[src/hdl/isort_pkg.sv]
package isort_pkg;

	localparam int VALUE_W   = 32;
	localparam int DEPTH_DEF = 64;

	typedef logic signed [VALUE_W-1:0] value_t;

	typedef enum logic [3:0] {
		ST_IDLE = 4'b0001,
		ST_INS  = 4'b0010,
		ST_CMP  = 4'b0100,
		ST_EMIT = 4'b1000
	} state_t;

endpackage

[src/hdl/isort_stream_if.sv]
interface isort_in_if;
	logic                  valid;
	logic                  ready;
	isort_pkg::value_t     value;
	logic                  last;

	modport source (output valid, output value, output last, input ready);
	modport sink   (input valid, input value, input last, output ready);
endinterface

interface isort_out_if;
	logic                  valid;
	logic                  ready;
	isort_pkg::value_t     sorted_value;
	logic                  end_of_run;
	logic                  overflow;

	modport source (output valid, output sorted_value, output end_of_run, output overflow,
		input ready);
	modport sink   (input valid, input sorted_value, input end_of_run, input overflow,
		output ready);
endinterface

[src/hdl/insertion_sorter_unit.sv]
// Insertion: the s stored entries above the item are shifted up (0 to DEPTH-1), one per cycle,
// before it is written; no new item is taken until then, and a dropped item is not stored.
// Emission: once the last item is in, each entry is read from the store and then loaded into
// the output register; the next read waits until that result is loaded and the slot is free.
// Reset clears the count, the drop flag, the state and the output valid at once; the store
// itself is not cleared and needs no clearing pass.
module insertion_sorter_unit #(
	parameter int DEPTH = isort_pkg::DEPTH_DEF
) (
	input  logic               clk,
	input  logic               arst_n,
	isort_in_if.sink           in_ch,
	isort_out_if.source        out_ch
);

	localparam int AW = (DEPTH > 1) ? $clog2(DEPTH) : 1;
	localparam int CW = $clog2(DEPTH + 1);

	// sorted store: one write and one registered read per cycle
	isort_pkg::value_t mem [DEPTH];
	isort_pkg::value_t rd_q;

	isort_pkg::state_t state_q;
	logic [CW-1:0]     count_q;      // valid entries in the store
	logic              dropped_q;    // some item of this set was dropped
	logic [AW-1:0]     pos_q;        // hole position during insertion
	logic              last_q;       // item under insertion closes the set
	isort_pkg::value_t v_q;          // item under insertion
	logic [AW-1:0]     emit_idx_q;   // next entry to read out

	// read issued last cycle, its data lands in the output register now
	logic              pend_s1;
	logic              pend_end_s1;
	logic              pend_ovf_s1;

	logic              out_valid_q;
	isort_pkg::value_t out_value_q;
	logic              out_end_q;
	logic              out_ovf_q;

	logic              mem_we;
	logic [AW-1:0]     mem_waddr;
	isort_pkg::value_t mem_wdata;
	logic              mem_re;
	logic [AW-1:0]     mem_raddr;
	logic              in_acc;
	logic              gt;
	logic              emit_issue;
	logic              emit_end;
	logic              full;

	assign in_acc   = in_ch.valid && in_ch.ready;
	assign gt       = rd_q > v_q;    // strictly greater: equal items keep arrival order
	assign full     = (count_q == CW'(DEPTH));
	assign emit_end = ({1'b0, emit_idx_q} + (AW+1)'(1)) == (AW+1)'(count_q);

	// one output slot, refilled only once the previous item has gone
	assign emit_issue = (state_q == isort_pkg::ST_EMIT) && !pend_s1
		&& (!out_valid_q || out_ch.ready);

	assign in_ch.ready         = (state_q == isort_pkg::ST_IDLE);
	assign out_ch.valid        = out_valid_q;
	assign out_ch.sorted_value = out_value_q;
	assign out_ch.end_of_run   = out_end_q;
	assign out_ch.overflow     = out_ovf_q;

	// store access per state
	always_comb begin
		mem_we    = 1'b0;
		mem_waddr = pos_q;
		mem_wdata = v_q;
		mem_re    = 1'b0;
		mem_raddr = pos_q - AW'(1);
		unique case (state_q)
			isort_pkg::ST_IDLE: begin
			end
			isort_pkg::ST_INS: begin
				// empty hole at the bottom: place the item, else fetch the neighbour below
				if (pos_q == '0) begin
					mem_we = 1'b1;
				end else begin
					mem_re = 1'b1;
				end
			end
			isort_pkg::ST_CMP: begin
				mem_we = 1'b1;
				if (gt) begin
					// shift the larger entry up, fetch the next one down
					mem_wdata = rd_q;
					mem_re    = (pos_q != AW'(1));
					mem_raddr = pos_q - AW'(2);
				end
			end
			isort_pkg::ST_EMIT: begin
				mem_re    = emit_issue;
				mem_raddr = emit_idx_q;
			end
			default: begin
			end
		endcase
	end

	always_ff @(posedge clk) begin
		if (mem_we) begin
			mem[mem_waddr] <= mem_wdata;
		end
		if (mem_re) begin
			rd_q <= mem[mem_raddr];
		end
	end

	// payload registers
	always_ff @(posedge clk) begin
		if (in_acc) begin
			v_q <= in_ch.value;
		end
		if (emit_issue) begin
			pend_end_s1 <= emit_end;
			pend_ovf_s1 <= dropped_q;
		end
		if (pend_s1) begin
			out_value_q <= rd_q;
			out_end_q   <= pend_end_s1;
			out_ovf_q   <= pend_ovf_s1;
		end
	end

	// control
	always_ff @(posedge clk or negedge arst_n) begin
		if (!arst_n) begin
			state_q     <= isort_pkg::ST_IDLE;
			count_q     <= '0;
			dropped_q   <= 1'b0;
			pos_q       <= '0;
			last_q      <= 1'b0;
			emit_idx_q  <= '0;
			pend_s1     <= 1'b0;
			out_valid_q <= 1'b0;
		end else begin
			pend_s1 <= emit_issue;
			if (pend_s1) begin
				out_valid_q <= 1'b1;
			end else if (out_ch.ready) begin
				out_valid_q <= 1'b0;
			end

			unique case (state_q)
				isort_pkg::ST_IDLE: begin
					if (in_acc) begin
						emit_idx_q <= '0;
						if (full) begin
							// store full: drop the item, still close the set on last
							dropped_q <= 1'b1;
							if (in_ch.last) begin
								state_q <= isort_pkg::ST_EMIT;
							end
						end else begin
							last_q  <= in_ch.last;
							pos_q   <= count_q[AW-1:0];
							state_q <= isort_pkg::ST_INS;
						end
					end
				end
				isort_pkg::ST_INS: begin
					if (pos_q == '0) begin
						count_q <= count_q + CW'(1);
						state_q <= last_q ? isort_pkg::ST_EMIT : isort_pkg::ST_IDLE;
					end else begin
						state_q <= isort_pkg::ST_CMP;
					end
				end
				isort_pkg::ST_CMP: begin
					if (gt) begin
						pos_q <= pos_q - AW'(1);
						if (pos_q == AW'(1)) begin
							state_q <= isort_pkg::ST_INS;
						end
					end else begin
						count_q <= count_q + CW'(1);
						state_q <= last_q ? isort_pkg::ST_EMIT : isort_pkg::ST_IDLE;
					end
				end
				isort_pkg::ST_EMIT: begin
					if (emit_issue) begin
						emit_idx_q <= emit_idx_q + AW'(1);
						// final read issued: clear the set, result still in flight
						if (emit_end) begin
							count_q   <= '0;
							dropped_q <= 1'b0;
							state_q   <= isort_pkg::ST_IDLE;
						end
					end
				end
				default: begin
					state_q <= isort_pkg::ST_IDLE;
				end
			endcase
		end
	end

`ifndef SYNTHESIS
	a_count_bound: assert property (@(posedge clk) disable iff (!arst_n)
		count_q <= CW'(DEPTH))
		else $error("element count beyond capacity");

	a_emit_nonempty: assert property (@(posedge clk) disable iff (!arst_n)
		state_q == isort_pkg::ST_EMIT |-> count_q != '0)
		else $error("read-out of an empty set");

	a_cmp_pos: assert property (@(posedge clk) disable iff (!arst_n)
		state_q == isort_pkg::ST_CMP |-> pos_q != '0)
		else $error("compare with no entry below the hole");

	a_pend_load: assert property (@(posedge clk) disable iff (!arst_n)
		pend_s1 |=> out_valid_q)
		else $error("fetched item not presented");

	a_no_overwrite: assert property (@(posedge clk) disable iff (!arst_n)
		pend_s1 |-> !out_valid_q || $past(out_ch.ready))
		else $error("output register overwritten while held");
`endif

endmodule
[src/flat_wrapper.sv]
// flat-port wrapper written by rule: the top's interface ports become plain ports
module insertion_sorter_unit_flat 
#(
	parameter int DEPTH = isort_pkg::DEPTH_DEF
)
  (clk, arst_n, in_ch_valid, in_ch_value, in_ch_last, in_ch_ready, out_ch_valid, out_ch_sorted_value, out_ch_end_of_run, out_ch_overflow, out_ch_ready);
  isort_in_if in_ch_i ();
  isort_out_if out_ch_i ();
  input  logic clk;
  input  logic arst_n;
  input wire logic [$bits(in_ch_i.valid)-1:0] in_ch_valid;
  input wire logic [$bits(in_ch_i.value)-1:0] in_ch_value;
  input wire logic [$bits(in_ch_i.last)-1:0] in_ch_last;
  output wire logic [$bits(in_ch_i.ready)-1:0] in_ch_ready;
  output wire logic [$bits(out_ch_i.valid)-1:0] out_ch_valid;
  output wire logic [$bits(out_ch_i.sorted_value)-1:0] out_ch_sorted_value;
  output wire logic [$bits(out_ch_i.end_of_run)-1:0] out_ch_end_of_run;
  output wire logic [$bits(out_ch_i.overflow)-1:0] out_ch_overflow;
  input wire logic [$bits(out_ch_i.ready)-1:0] out_ch_ready;
  assign in_ch_i.valid = in_ch_valid;
  assign in_ch_i.value = in_ch_value;
  assign in_ch_i.last = in_ch_last;
  assign in_ch_ready = in_ch_i.ready;
  assign out_ch_valid = out_ch_i.valid;
  assign out_ch_sorted_value = out_ch_i.sorted_value;
  assign out_ch_end_of_run = out_ch_i.end_of_run;
  assign out_ch_overflow = out_ch_i.overflow;
  assign out_ch_i.ready = out_ch_ready;
  insertion_sorter_unit #(.DEPTH(DEPTH)) u_core (.clk(clk), .arst_n(arst_n), .in_ch(in_ch_i), .out_ch(out_ch_i));
endmodule
[config.mk]
export PLATFORM = sky130hd
export DESIGN_NAME = insertion_sorter_unit_flat
export DESIGN_NICKNAME = d
export VERILOG_FILES = /design/src/hdl/isort_pkg.sv /design/src/hdl/isort_stream_if.sv /design/src/hdl/insertion_sorter_unit.sv /design/src/flat_wrapper.sv
export SDC_FILE = /design/constraint.sdc
export NUM_CORES = 2
export LEC_CHECK = 0
export BUFFER_PORTS_ARGS = -buffer_cell sky130_fd_sc_hd__buf_2
export CAP_MARGIN = 15
export CORE_MARGIN = 2
export CORE_UTILIZATION = 45
export DETAILED_ROUTE_END_ITERATION = 12
export PLACE_DENSITY = 0.64
export SLEW_MARGIN = 20
export SYNTH_ARGS = -nofsm -noshare
export SYNTH_HDL_FRONTEND = slang
export SYNTH_SLANG_ARGS = --single-unit
[constraint.sdc]
create_clock -name clk -period 5.55 [get_ports clk]
set_input_delay 0.555 -clock clk [delete_from_list [all_inputs] [get_ports clk]]
set_output_delay 0.555 -clock clk [all_outputs]
set_load 0.005 [all_outputs]
Word-level counts from Yosys, hierarchy flattened:

Memory sizes are Yosys's and may differ from the RTL's. A register that Yosys moved wholly into a read port is not among the register bits.
Index checks and enable logic that the tools add are counted.

* add/subtract/negate cells: 5
* reduce and logical (&&, ||, !) cells: 17
* order comparisons: 1
* equal/unequal tests: 18
* multiplexer cells: 40
* bitwise logic cells: 1

Operator list (number)
* 2-to-1 mux 32 bit: 2
* 2-to-1 mux 4 bit: 9
* 2-to-1 mux 6 bit: 6
* case mux 6 bit (2 select lines): 3
* greater-than comparator 32 bit: 1
* 2-to-1 mux 7 bit: 4
* case mux 7 bit (3 select lines): 1
* case mux 4 bit (4 select lines): 1
* AND reduction 5 bit: 3
* 2-to-1 mux 1 bit: 11
* != test 2 x 1 -> 1 bit (second input constant): 4
* != test 2 bit (second input constant): 4
* adder 6 x 1 -> 7 bit (second input constant): 1
* adder 7 x 1 -> 7 bit (second input constant): 1
* == test 7 bit: 1
* == test 7 bit (second input constant): 1
* adder 6 x 1 -> 6 bit (second input constant): 1
* == test 6 x 1 -> 1 bit (second input constant): 1
* zero test 6 bit: 1
* != test 3 bit (second input constant): 2
* != test 6 x 1 -> 1 bit (second input constant): 1
* AND reduction 3 bit: 2
* nonzero test 2 bit: 3
* subtractor 6 x 1 -> 6 bit (second input constant): 1
* 13 further kinds: 17

* output and inout port bits: 36
* memories: 1
* input bits: 37
* register bits: 95
* bits in writable memories: 2048

Memories
* u_core.mem: depth 64, bits a word 32, rd ports 1, clocked after memory_dff 1, wr ports 1, line insertion_sorter_unit.sv:20 `isort_pkg::value_t mem [DEPTH];`

Longest topological paths before layout:

* depth in word-level cells: 5
* mapped depth: 20

Worst setup path before layout:

OpenSTA, ideal clock, no wires.

* path kind: register -> register
* start point: reg u_core.rd_q[23] (read register of u_core.mem)
* end point: mem u_core.mem[0][0] in the netlist's numbering, data pin
* required time: 4.847 ns
* path slack: 0.190 ns
* arrival time: 4.657 ns
* cell stages (with the launch flop): 10
* cells stage by stage: edfxtp_1 -> ha_1 -> a21oi_1 -> o21ai_0 -> a221oi_1 -> nand2_1 -> clkbuf_1 -> nor3_1 -> o21ai_0 -> o21ai_0

* word-level cells in the longest chain between the ends: 3

RTL lines
* start: declaration: line insertion_sorter_unit.sv:21 `isort_pkg::value_t rd_q;`
* greater-than comparator 32 bit: line insertion_sorter_unit.sv:53 `assign gt = rd_q > v_q;`
* 2-to-1 mux 32 bit: line insertion_sorter_unit.sv:87 `if (gt) begin`
* 2-to-1 mux 32 bit: line insertion_sorter_unit.sv:74 `unique case (state_q)`
* via u_core.mem_wdata[0]: line insertion_sorter_unit.sv:43 `isort_pkg::value_t mem_wdata;`
* end: declaration: line insertion_sorter_unit.sv:20

The timed path passes the listed nets, and every way through them passes these cells.

Final worst setup path:

* start point: reg u_core.rd_q[27] (read register of u_core.mem)
* end point: reg u_core.rd_q[10] (read register of u_core.mem), data pin

* word-level cells in the longest chain between the ends: 3
* elaborated cells on any way between the ends: 5
* those cells by class: order compare: 1; mux: 4

RTL lines (line)
* greater-than comparator 32 bit (*): insertion_sorter_unit.sv:53
* 2-to-1 mux 1 bit or 2-to-1 mux 6 bit (tied branches): insertion_sorter_unit.sv:87
* case mux 1 bit (3 select lines) or case mux 6 bit (2 select lines) (tied branches): insertion_sorter_unit.sv:74

Mark *: on every way between the ends. The rest lies on a longest branch, timed or not.
A chain may end at the register's enable or synchronous reset.

==> results.tsv <==
metric	value	unit
setup tns final	-0.08167	ns
failing checks	negative setup slack	
H-tree Lvls	4	
CTS clock-pin slew for the worst setup and hold paths	0.06	ns
placed insts	9019	
first-pass GRT wire length	388900	µm
Clock Root Buffer	clkbuf_16	
post-synthesis cell type count	80	
# IOs	73	
Slew Limit Fails	0	
power share of the combinational group	49.5	%
post-synthesis sequential area ratio	75.16	%
final setup vio count	4	
Global Route Usage Sum	27.37	%
Power Density	672.7	nW/µm²
die area	196200	µm²
Critical Path Fanout Max	74	
P_sw	29.96	mW
list of most frequent post-synthesis cells	2148 x edfxtp_1, 1774 x nand2_1, 901 x nand3_1, 182 x clkbuf_1, 153 x buf_2	
Clk Latency, worst-skew pair	0.88	ns
final WL	273100	µm
Nets	6829	
die height	443.0	µm
Core Rows	161	
vias in the first global route	53800	
switching share of power	44.11	%
DRC violations left	0	
RSZ-0062 raised after global routing	no	
initial drt markers	8818	
Min-Delay Path Class	primary input to flop	
post-route ant nets	0	
Die Width	443.0	µm
Synth Net Count	6484	
Worst setup startpoint	u_core.rd_q[27]$_DFFE_PP_	
Vias	57410	
sinks on the clock net	2175	
most frequent cell after synthesis	edfxtp_1	
top-area cell type share of the netlist area	74.38	%
clock buffer count from CTS	209	
GPL Wtd Cong	0.9541	
CTS Buffer Depth	3	
r2r startpoint	u_core.rd_q[27]$_DFFE_PP_	
initial antenna violation count	23	
Final Hold Fails	0	
WP data arrival	6.18	ns
largest net degree at the start of global routing	105	
type of element launching the critical path	flop	
Port-buffer cells	72	
share of layout cells above drive strength 1	14.43	%
Final period util	100.5	%
WL per Instance	28.86	µm
Slew headroom	15.19	%
synthesized area per cell	13.54	µm²
Max rail drop VDD	0.0005647	V
clock power share	20.5	%
number of synthesized flops with an enable pin	2148	
starting density of the core	45.17	%
Worst Tran Pin Value	1.266	ns
drt via density	6.067	
Core ar.	192000	µm²
TritonRoute pass-1 iters	6	
crit path kind	flop to flop	
largest cells by area after synthesis	edfxtp_1 74%, nand2_1 7.7%, nand3_1 5.2%	
Mapped Cells	6405	
Worst EP required	6.15	ns
max cap viols	0	
overall power	67.93	mW
Setup crit end kind	flop	
ys async rst share	1.241	%
Seq pwr share	30.0	%
DP HPWL	162300	µm
P_int	37.97	mW
final non-filler cell total	9463	
Layout area overhead	16.44	%
area leader, netlist	edfxtp_1	
CTS tree	yes	
Lkg Pwr	34.71	nW
fin crit period	5.580	ns
final setup margin	-0.03012	ns
total number of yosys warnings	0	
Worst Hold Launch	in_ch_valid	
Final Skew	0.04251	ns
top_reg_cell synth	edfxtp_1	
GR Overflow Total	0	
Fmax	179.2	MHz
FF+latch count, synth	2175	
area of the mapped netlist	86720	µm²
fin util	52.60	%
status	complete, but fails checks	
[registers in the layout (all words and copies together), names as in the netlist, 4 cells and up]
signal	count
u_core.count_q	7
u_core.emit_idx_q	6
u_core.mem	2048
u_core.mem_waddr	6
u_core.out_ch.sorted_value	32
u_core.rd_q	32
u_core.state_q	4
u_core.v_q	32
[worst paths after layout]
check | endpoint | slack, ns | cells after the start
max | u_core.rd_q[10]$_DFFE_PP_ | -0.03 | 14
min | u_core.last_q$_DFFE_PN0P_ | 0.07 | 3
max reg2reg | u_core.rd_q[10]$_DFFE_PP_ | -0.03 | 14
min reg2reg | u_core.out_ch.overflow$_DFFE_PP_ | 0.43 | 0
max in group asynchronous | u_core.state_q[1]$_DFFE_PN0P_ | 4.89 | 2
min in group asynchronous | u_core.count_q[3]$_DFFE_PN0P_ | 0.25 | 2
[logic make-up (layout without fill, tap and decap cells)]
kind of cell             after synthesis  after routing  share of synthesized area, %
other                                  0              7                             0
flip-flops                          2175           2175                         75.16
multiplexers                         127            127                         2.461
XOR/XNOR                              10             10                        0.1010
AND/OR/NAND/NOR                     3119           3121                         15.87
buffers and inverters                435            958                         2.134
adder cells (fa/ha/maj)               42             42                        0.6060
AO/OA/AOI/OAI                        497            497                         3.668
[layout by cell type (no fill, tap or decap), types with 10 or more instances in the layout]
cell type,instances
nor2_1,59
mux2_2,10
nand4_1,65
nand2_1,1770
inv_1,44
buf_4,317
ha_1,42
nand3_1,901
a32oi_1,21
edfxtp_1,2148
buf_12,98
and3_1,130
dfrtp_1,26
clkbuf_16,209
o21ai_4,33
bufinv_16,16
nor3_1,20
clkinv_1,53
and4_1,19
clkbuf_1,46
nor4_1,15
mux2i_1,49
a22oi_1,55
a21oi_1,127
o2111ai_1,12
o21ai_0,68
nor2_4,71
a31oi_1,84
dlygate4sd3_1,34
buf_2,72
mux4_2,68
clkinv_2,45
[what timing repair did]
item	4_1_cts	5_1_grt
pin swaps	2	8
cloned	1	1
hold buffers	34	0
setup buffers	3	3
hold endpoints to repair	59	0
endpoints found under the setup margin	3	18
gates resized for setup	5	7
[per-stage QoR]
| step | area (µm²) | setup slack [ns] | hold slack [ns] |
|---|---|---|---|
| floorplan | 86720 | 0.1903 | 0.2594 |
| global placement | 93730 | -0.4362 | 0.4091 |
| detailed placement | 93780 | -0.4066 | 0.4124 |
| CTS | 100800 | 0.02942 | 0.01561 |
| global route | 101000 | 0.001079 | 0.04671 |
| finish | 101000 | -0.03012 | 0.06669 |
[critical path: stages, from the launching register on]
cell and delay, ns:
edfxtp_1 0.56, ha_1 0.40, nand4_1 0.27, nor3_1 0.25, a22oi_1 0.14, and2_1 0.28, o311ai_1 0.57, a31o_4 0.37
buf_12 0.21, buf_12 0.37, buf_4 0.31, mux4_2 0.33, a22oi_1 0.17, nand4_1 0.52, and4_1 0.48
[power by group through the flow]
stage | logic (mW) | registers, mW | clock network (mW)
floorplan | 17.6 | 20.7 | 0
global placement | 32.4 | 20.7 | 0
detailed placement | 32.6 | 20.7 | 0
CTS | 32.9 | 20.3 | 14.0
global route | 35.5 | 20.4 | 14.7
finish | 33.7 | 20.4 | 13.9
[metal layers]
metal	track usage [%]	share of wire (%)
met4	12.40	5.1
met5	0	0.022
met1	37.94	38
met2	41.46	45
met3	6.082	12
[layout make-up]
cell class                      instances  area (µm²)
Antenna cell                            7       17.52
Clock buffer                          255        5403
Clock inverter                        136        1217
Fill cell                           15640       91000
Inverter                               44       165.2
Multi-Input combinational cell       3797       20740
Sequential cell                      2175       65180
Tap cell                             2526        3161
Timing Repair Buffer                  523        5097
No activity file was read; power rests on OpenSTA's default activity.
